$ cat src/rtl/erm_pkg.sv
// Shared types and constants for the exit record match table.
// Used by erm_table and exit_record_match_table_unit; depends on nothing else.

package erm_pkg;

   localparam int TABLE_ENTRIES = 16;

   localparam logic KIND_RECORD  = 1'b0;
   localparam logic KIND_COLLECT = 1'b1;

   typedef enum logic [1:0] {
      STATUS_STORED    = 2'd0,
      STATUS_OVERWROTE = 2'd1,
      STATUS_COLLECTED = 2'd2,
      STATUS_NOMATCH   = 2'd3
   } status_type;

   typedef struct packed {
      logic               kind;
      logic [31:0]        exited_pid;
      logic [31:0]        parent_id;
      logic signed [31:0] exit_value;
      logic [31:0]        wanted_pid;
   } op_type;

   typedef struct packed {
      status_type         status;
      logic [31:0]        collected_pid;
      logic signed [31:0] collected_code;
   } result_type;

endpackage

$ cat src/rtl/exit_record_match_table_unit.sv
// Top level of the exit record match table: handshake stages around erm_table.
// Depends on erm_pkg and erm_table.

// The block keeps up to 16 completion records and takes one operation per
// cycle while results are not held back. A request is captured in an input
// register; when it advances, the whole table is searched and updated in one
// pass and the result goes to an output register, and a new request can enter
// the input register in the same cycle as its predecessor advances.
// While a result waits, one more request can still enter the input register;
// after that the input stalls until the waiting result transfers.

module exit_record_match_table_unit (
   input  logic               clock,
   input  logic               reset,
   input  logic               req_valid,
   output logic               req_ready,
   input  logic               req_kind,
   input  logic [31:0]        req_exited_pid,
   input  logic [31:0]        req_parent_id,
   input  logic signed [31:0] req_exit_value,
   input  logic [31:0]        req_wanted_pid,
   output logic               rsp_valid,
   input  logic               rsp_ready,
   output logic [1:0]         rsp_status,
   output logic [31:0]        rsp_collected_pid,
   output logic signed [31:0] rsp_collected_code
);

   logic                in_valid_ff;
   logic                in_valid_in;
   erm_pkg::op_type     op_ff;
   logic                rsp_valid_ff;
   logic                rsp_valid_in;
   erm_pkg::result_type rsp_ff;
   erm_pkg::result_type table_result;
   logic                advance;
   logic                accept;

   assign advance   = in_valid_ff && (!rsp_valid_ff || rsp_ready);
   assign req_ready = !in_valid_ff || advance;
   assign accept    = req_valid && req_ready;

   assign in_valid_in  = accept ? 1'b1 : (advance ? 1'b0 : in_valid_ff);
   assign rsp_valid_in = advance ? 1'b1 : (rsp_ready ? 1'b0 : rsp_valid_ff);

   always_ff @(posedge clock) begin
      if (reset) begin
         in_valid_ff  <= 1'b0;
         rsp_valid_ff <= 1'b0;
      end else begin
         in_valid_ff  <= in_valid_in;
         rsp_valid_ff <= rsp_valid_in;
      end
   end

   always_ff @(posedge clock) begin
      if (accept) begin
         op_ff.kind       <= req_kind;
         op_ff.exited_pid <= req_exited_pid;
         op_ff.parent_id  <= req_parent_id;
         op_ff.exit_value <= req_exit_value;
         op_ff.wanted_pid <= req_wanted_pid;
      end
   end

   erm_table u_table (
      .clock  (clock),
      .reset  (reset),
      .op_en  (advance),
      .op     (op_ff),
      .result (table_result)
   );

   always_ff @(posedge clock) begin
      if (advance) begin
         rsp_ff <= table_result;
      end
   end

   assign rsp_valid          = rsp_valid_ff;
   assign rsp_status         = rsp_ff.status;
   assign rsp_collected_pid  = rsp_ff.collected_pid;
   assign rsp_collected_code = rsp_ff.collected_code;

`ifndef SYNTHESIS
   a_zero_unless_collected: assert property (@(posedge clock) disable iff (reset)
      rsp_valid && (rsp_status != erm_pkg::STATUS_COLLECTED) |->
         (rsp_collected_pid == 32'd0) && (rsp_collected_code == 32'sd0))
      else $error("nonzero result fields without a collect");

   a_stall_blocks_input: assert property (@(posedge clock) disable iff (reset)
      in_valid_ff && rsp_valid_ff && !rsp_ready |-> !req_ready)
      else $error("request taken while both stages are full and stalled");

   a_result_has_source: assert property (@(posedge clock) disable iff (reset)
      $rose(rsp_valid_ff) |-> $past(in_valid_ff))
      else $error("result appeared without a request in the input stage");
`endif

endmodule

$ cat src/rtl/erm_table.sv
// Record table storage with a parallel search over all entries.
// Depends on erm_pkg for the table size, operation and result types.

module erm_table (
   input  logic                clock,
   input  logic                reset,
   input  logic                op_en,
   input  erm_pkg::op_type     op,
   output erm_pkg::result_type result
);

   localparam int N = erm_pkg::TABLE_ENTRIES;

   logic [N-1:0]        valid_ff;
   logic [N-1:0]        valid_in;
   logic [31:0]         pid_ff    [N];
   logic [31:0]         parent_ff [N];
   logic signed [31:0]  code_ff   [N];

   logic [N-1:0]        free_vec;
   logic [N-1:0]        free_sel;
   logic [N-1:0]        wr_sel;
   logic                full;
   logic [N-1:0]        match_vec;
   logic [N-1:0]        hit_sel;
   logic                any_wanted;
   logic [31:0]         hit_pid;
   logic signed [31:0]  hit_code;

   // Lowest free entry, isolated as a one-hot vector; entry 0 when full.
   assign free_vec   = ~valid_ff;
   assign free_sel   = free_vec & (~free_vec + N'(1));
   assign full       = &valid_ff;
   assign wr_sel     = full ? N'(1) : free_sel;
   assign any_wanted = (op.wanted_pid == 32'd0);

   always_comb begin
      for (int i = 0; i < N; i++) begin
         match_vec[i] = valid_ff[i] && (parent_ff[i] == op.parent_id) &&
                        (any_wanted || (pid_ff[i] == op.wanted_pid));
      end
   end

   assign hit_sel = match_vec & (~match_vec + N'(1));

   // The hit vector is one-hot or empty, so an AND-OR gathers the entry.
   always_comb begin
      hit_pid  = '0;
      hit_code = '0;
      for (int i = 0; i < N; i++) begin
         if (hit_sel[i]) begin
            hit_pid  = hit_pid | pid_ff[i];
            hit_code = hit_code | code_ff[i];
         end
      end
   end

   always_comb begin
      if (op.kind == erm_pkg::KIND_RECORD) begin
         valid_in              = valid_ff | wr_sel;
         result.status         = full ? erm_pkg::STATUS_OVERWROTE
                                      : erm_pkg::STATUS_STORED;
         result.collected_pid  = '0;
         result.collected_code = '0;
      end else begin
         valid_in              = valid_ff & ~hit_sel;
         result.status         = (|match_vec) ? erm_pkg::STATUS_COLLECTED
                                              : erm_pkg::STATUS_NOMATCH;
         result.collected_pid  = hit_pid;
         result.collected_code = hit_code;
      end
   end

   always_ff @(posedge clock) begin
      if (reset) begin
         valid_ff <= '0;
      end else if (op_en) begin
         valid_ff <= valid_in;
      end
   end

   always_ff @(posedge clock) begin
      for (int i = 0; i < N; i++) begin
         if (op_en && (op.kind == erm_pkg::KIND_RECORD) && wr_sel[i]) begin
            pid_ff[i]    <= op.exited_pid;
            parent_ff[i] <= op.parent_id;
            code_ff[i]   <= op.exit_value;
         end
      end
   end

`ifndef SYNTHESIS
   a_hit_onehot: assert property (@(posedge clock) disable iff (reset)
      $onehot0(hit_sel))
      else $error("more than one entry selected by a collect");

   a_overwrite_only_full: assert property (@(posedge clock) disable iff (reset)
      op_en && (result.status == erm_pkg::STATUS_OVERWROTE) |-> (&valid_ff))
      else $error("entry zero overwritten while a free entry existed");

   a_collect_frees_one: assert property (@(posedge clock) disable iff (reset)
      op_en && (result.status == erm_pkg::STATUS_COLLECTED) |=>
         ($countones(valid_ff) == $countones($past(valid_ff)) - 1))
      else $error("collect did not free exactly one entry");

   a_record_fills: assert property (@(posedge clock) disable iff (reset)
      op_en && (op.kind == erm_pkg::KIND_RECORD) |=> (valid_ff != '0))
      else $error("table empty after a record");
`endif

endmodule

$ cat config.mk
export PLATFORM = sky130hd
export DESIGN_NAME = exit_record_match_table_unit
export DESIGN_NICKNAME = d
export VERILOG_FILES = /design/src/rtl/erm_pkg.sv /design/src/rtl/exit_record_match_table_unit.sv /design/src/rtl/erm_table.sv
export SDC_FILE = /design/constraint.sdc
export NUM_CORES = 2
export LEC_CHECK = 0
export BUFFER_PORTS_ARGS = -buffer_cell sky130_fd_sc_hd__clkbuf_2
export CAP_MARGIN = 20
export CELL_PAD_IN_SITES_DETAIL_PLACEMENT = 1
export CELL_PAD_IN_SITES_GLOBAL_PLACEMENT = 2
export CORE_MARGIN = 2
export CORE_UTILIZATION = 50
export DETAILED_ROUTE_END_ITERATION = 10
export PLACE_DENSITY_LB_ADDON = 0.12
export SLEW_MARGIN = 20
export SYNTH_ARGS = -nofsm -noshare
export SYNTH_HDL_FRONTEND = slang
export SYNTH_SLANG_ARGS = --single-unit
$ cat constraint.sdc
create_clock -name clock -period 23 [get_ports clock]
set_input_delay 3.45 -clock clock [delete_from_list [all_inputs] [get_ports clock]]
set_output_delay 3.45 -clock clock [all_outputs]
set_load 0.005 [all_outputs]
======== Word level (Yosys, flattened, before mapping) ========
Memories as Yosys holds them, arrays and structs flattened.
Index checks and enable logic that the tools add are counted.
storage, ports and cells
  register bits after elaboration ......... 213
  memory bits (writable) .................. 1536
  bits of input ports ..................... 133
  output and inout bits ................... 68
  word-level logic and storage cells ...... 416
  memories kept ........................... 3
operators by class
  add/sub/neg operators ................... 2
  equality and inequality tests ........... 32
  mux-type cells .......................... 208
  bitwise gates (word level) .............. 39
  reductions and logical operators ........ 121
memory list
  name               depth  bits a word  rd ports  clocked after memory_dff  wr ports  RTL line         RTL
  u_table.code_ff    16     32           16        0                         1         erm_table.sv:18  logic signed [31:0] code_ff [N];
  u_table.parent_ff  16     32           16        0                         1         erm_table.sv:17  logic [31:0] parent_ff [N];
  u_table.pid_ff     16     32           16        0                         1         erm_table.sv:16  logic [31:0] pid_ff [N];
operators with widths
  cell                     count
  $mux W32                 77
  $reduce_or A32 Y1        45
  $eq A32 B32 Y1           32
  $or A32 B32 Y32          30
  $mux W4                  45
  $mux W1                  83
  $mux W66                 1
  $not A16 Y16             4
  $logic_and A1 B1 Y1      51
  $and A16 B16 Y16         3
  $add A16 B1 Y16 const B  2
  $logic_not A32 Y1        1
  $mux W16                 2
  $logic_or A1 B1 Y1       18
  $or A16 B16 Y16          1
  $reduce_and A16 Y1       1
  $reduce_or A16 Y1        1
  $reduce_bool A2 Y1       2
  $logic_not A1 Y1         2
  $not A1 Y1               1

======== Logic depth before layout (Yosys ltp) ========
An unclocked memory read counts as a cell.
  depth after elaboration ................. 39
  mapped depth ............................ 14
  depth with buffers taken out ............ 9

======== By module ========
From an unflattened synthesis, not the netlist that was laid out.
unflattened totals
  cells, all modules ...................... 4770
  area total of the unflattened synthesis .. 73673.2 um^2
by module, submodules not included
  module                        instances  cells an instance  area each (um^2)  seq. area each (um^2)
  erm_table                     1          4565               67713.7           46444.5
  exit_record_match_table_unit  1          205                5959.5            5895.7

======== Least setup slack after synthesis ========
No wires, ideal clock.
  kind .................................... in2reg
  from .................................... input rsp_ready
  to ...................................... memory u_table.code_ff[9][0], in the netlist u_table.code_ff[1][32], enable pin
  library setup time ...................... 0.688 ns
  data arrival time ....................... 15.071 ns
  data required time ...................... 22.312 ns
  setup slack ............................. 7.241 ns
  stages on the path ...................... 7
  buffers on the path ..................... 0
  path through ............................ nor2b_1 nor2b_1 nand2b_1 nor4b_1 and3_1 nand2_1 nor3b_1
between the ends
  cells in the longest elaborated chain, start to end .. 22
  elaborated cells on any way between the ends .. 96
  classes of those cells .................. mux (62); reduce/logical (34)
ends and longest elaborated chain
  item                                                               RTL line                            RTL
  start, declared                                                    exit_record_match_table_unit.sv:23  input logic rsp_ready,
  $logic_or A1 B1 Y1 *                                               exit_record_match_table_unit.sv:39  assign advance = in_valid_ff && (!rsp_valid_ff || rsp_ready);
  $logic_and A1 B1 Y1 *                                              exit_record_match_table_unit.sv:39
  via advance                                                        exit_record_match_table_unit.sv:36  logic advance;
  $logic_and A1 B1 Y1 *                                              erm_table.sv:84                     if (op_en && (op.kind == erm_pkg::KIND_RECORD) && wr_sel[i]) begin
  $logic_and A1 B1 Y1                                                erm_table.sv:84
  $mux W1                                                            erm_table.sv:84
  $mux W1 (not written as such)                                      erm_table.sv:87                     code_ff[i] <= op.exit_value;
  $reduce_or A32 Y1 (no source line)                                 n/a
  $mux W4 (no source line) or $mux W1 (tied branches) (15 in a row)  n/a
  end, declared                                                      erm_table.sv:18
The timed path passes the listed nets; every way through them passes the cells marked *.

======== Worst setup path in the final report ========
  from .................................... input rsp_ready
  to ...................................... output req_ready
between the ends
  cells in the longest elaborated chain, start to end .. 3
ends and longest elaborated chain
  item                 RTL line                            RTL
  $logic_or A1 B1 Y1   exit_record_match_table_unit.sv:39
  $logic_and A1 B1 Y1  exit_record_match_table_unit.sv:39
  $logic_or A1 B1 Y1   exit_record_match_table_unit.sv:40  assign req_ready = !in_valid_ff || advance;
  end, declared        exit_record_match_table_unit.sv:16  output logic req_ready,
No other way between the ends.

==> run_results.csv <==
group,metric,value,unit
outcome,run_status,"completed",
power,total_power,6.71,mW
synth,synth.distinct_cells,63,
finish,design_area,83600,um2
worst_setup_path,cp-start-kind,"primary input",
floorplanning,initial_utilization,50.4,%
synth,yosysMostFrequentCell,"edfxtp_1",
synth,yosys.area.top_type,"edfxtp_1",
worst_setup_path,timing.reg2reg.worst_path_depth,9,
synth,avgSynthCellArea,15.6,um2
synth,synth_warnings,0,
clocking,cts_buffers,184,
timing,fmax,132,MHz
finish,area_delta_synth_final,12.2,%
clocking,post_cts_buffers,0,
clocking,cts_repair_resize_count,0,
worst_setup_path,end_kind,"output port",
grt,antenna_found_initial,12,
hold_path,hold_start,"op_ff[75]",
clocking,cts.clk_slew.worst_paths,0.06,ns
worst_setup_path,cp_common_cell,"clkbuf_2",
floorplanning,die_y,390,um
placement,hpwl,148,mm
hold_path,hold_depth,0,
synth,synth_ff_type,"edfxtp_1",
grt,track_usage,30.8,%
finish,multiInputGateArea,20300,um2
worst_setup_path,crit_fanout,4,
floorplanning,core_area,148000,um2
worst_setup_path,crit_chain,"clkbuf_2 -> nor2b_1 -> nand2_1 -> clkbuf_2",
floorplanning,rows,141,
worst_setup_path,crit_slowest_cell,"nor2b_1",
hold_path,whs_endpoint,"u_table.parent_ff[15][11]",
floorplanning,ios,201,
detailed_routing,firstDrtPassIters,6,
synth,synthCells,4765,
worst_setup_path,timing.reg2reg.setup_slack,16.91,ns
placement,place_congestion,0.963,
grt,grt_start_max_net_pins,77,
synth,ys_top_cells_by_area,"edfxtp_1 70%, xnor2_1 6.1%, xor2_1 5.9%",
finish,register_area,52300,um2
run,drv_cap,0,
timing,rsz0062_at_grt,"no",
timing,hold_viol,0,
grt,grt_pass1_vias,45800,
synth,synth_edf_count,1731,
detailed_routing,ant_nets,0,
synth,yosys_register_bits,1749,
clocking,cts_tree,"yes",
clocking,cts_htree_levels,4,
synth,ys_seq_area_share,70.2,%
grt,grt_first_pass_wirelength,336,mm
timing,skew,0.0248,ns
synth,syn_area,74500,um2
power,power_density,80.2,nW/um2
clocking,cts_hold_buf,0,
timing,finalCritPeriodShare,32.8,%
finish,final.fill_count,13600,
power,p_leak,26.7,nW
clocking,cts_sinks,1749,
detailed_routing,drt_wl_total,235,mm
timing,slew_headroom,15.4,%
clocking,worstSkewPairLatency,0.81,ns
placement,placed_area,77800,um2
detailed_routing,drc_errors,0,
synth,synth_top_cells_by_count,"1731 x edfxtp_1, 519 x xnor2_1, 500 x xor2_1",
worst_setup_path,arrival,4.10,ns
synth,syn_nets,4898,
floorplanning,dieArea,152000,um2
power,ir_drop,0.0723,mV
floorplanning,die_x,390,um
synth,async_reset_ff_share,0,%
clocking,cts_root_buffer,"clkbuf_16",
timing,setup_tns,0,ns
grt,overflow,0,
timing,tightest_slew,1.26,ns
detailed_routing,dr.first_iter.drc_count,5057,
worst_setup_path,timing.rr.end,"rsp_collected_pid[31]",
clocking,cts_buffer_depth,3,
timing,setup_viol,0,
worst_setup_path,rr_startpoint,"op_ff[10]",
timing,slew_violations,0,
detailed_routing,wl_per_cell,33.2,um
hold_path,hold_path.class,"register to register",
worst_setup_path,criticalPathCategory,"primary input to output port",
placement,io_buffers,200,
finish,nets,5132,
finish,utilization,56.6,%
finish,drive_gt1_share,15.2,%
worst_setup_path,max_stage_delay,0.31,ns
detailed_routing,avgViaCountPerCell,6.29,
synth,synth_top_area_share,69.8,%
detailed_routing,vias,44500,
timing,final.min_clock_period,7.55,ns
worst_setup_path,required,19.55,ns
worst_setup_path,crit_cells,4,
worst_setup_path,critical-path-top-delay-family,"simple AND/OR/NAND/NOR gates",
worst_setup_path,cp_num_buf_inv,2,
-- sequential cells by signal (all words and copies together), names as in the netlist, 2 cells and up --
signal / count
u_table.code_ff: 512
rsp_collected_code: 32
u_table.parent_ff: 512
u_table.pid_ff: 512
rsp_status: 2
op_ff: 129
u_table.valid_ff: 16
rsp_collected_pid: 32
-- kinds of logic after synthesis --
group                     count (synthesis)  synth area share [%]
DFF                                    1749                  70.2
xor gates and xnor gates               1019                  12.0
and+or+nand+nor                         843                  6.70
AOI/OAI and AO/OA                       577                  6.42
buffers and inverters                   457                  2.86
muxes                                   120                  1.81
-- area by class of cell --
cell class / count / share of cell area [%]
diodes: 1 / 0.00299
clock buffers: 242 / 5.83
clock inverters: 93 / 1.00
inverters: 143 / 0.642
multi-input cells: 2559 / 24.3
flip-flops and latches: 1749 / 62.6
well taps: 1930 / 2.89
repair buffers: 362 / 2.71
-- cells in the final DEF, fill, tap and decap left out, drive strengths merged, types with 58 or more instances in the layout --
| cell | synthesis | routed |
|---|---|---|
| o41a | 64 | 64 |
| nand4 | 213 | 213 |
| nor4 | 167 | 167 |
| o2111ai | 59 | 59 |
| a221oi | 63 | 63 |
| a22oi | 90 | 90 |
| inv | 143 | 153 |
| buf | 203 | 162 |
| mux2 | 120 | 120 |
| a22o | 58 | 58 |
| nand2 | 129 | 129 |
| nor3b | 125 | 125 |
| clkbuf | 111 | 442 |
| clkinv | 0 | 71 |
| a21oi | 71 | 71 |
| nor2 | 61 | 61 |
| xor2 | 500 | 500 |
| xnor2 | 519 | 519 |
| o22ai | 69 | 69 |
| edfxtp | 1731 | 1731 |
-- power breakdown --
group	internal, mW	total [mW]	switching (mW)
logic	0.0787	0.244	0.165
clock network	1.62	2.88	1.26
registers	3.53	3.58	0.0498
-- per-layer routing --
metal / GRT usage, % / part of all wire, % / up-vias
met1: 43.3 / 42 / 23500
met5: 0 / 0.0030 / -
li1: - / - / 18800
met3: 4.37 / 6.9 / 392
met4: 9.41 / 3.1 / 2
met2: 50.0 / 48 / 1865
-- how the worst max path moves through the flow --
stage               slack, ns                 endpoint      start
floorplan                7.24   u_table.code_ff[1][32]  rsp_ready
global placement        14.98  u_table.code_ff[0][193]  rsp_ready
detailed placement      14.83  u_table.code_ff[0][199]  rsp_ready
CTS                     15.44                req_ready  rsp_ready
global route            15.39                req_ready  rsp_ready
finish                  15.45                req_ready  rsp_ready
-- metrics by stage --
stage | worst slack, ns | std cells | hold WS, ns
2_1_floorplan | 7.24 | 4765 | 0.424
3_3_place_gp | 14.98 | 6741 | 0.438
3_5_place_dp | 14.83 | 6741 | 0.443
4_1_cts | 15.44 | 7076 | 0.457
5_1_grt | 15.39 | 7078 | 0.460
6_report | 15.45 | 7079 | 0.457
No activity file was read; power rests on OpenSTA's default activity.
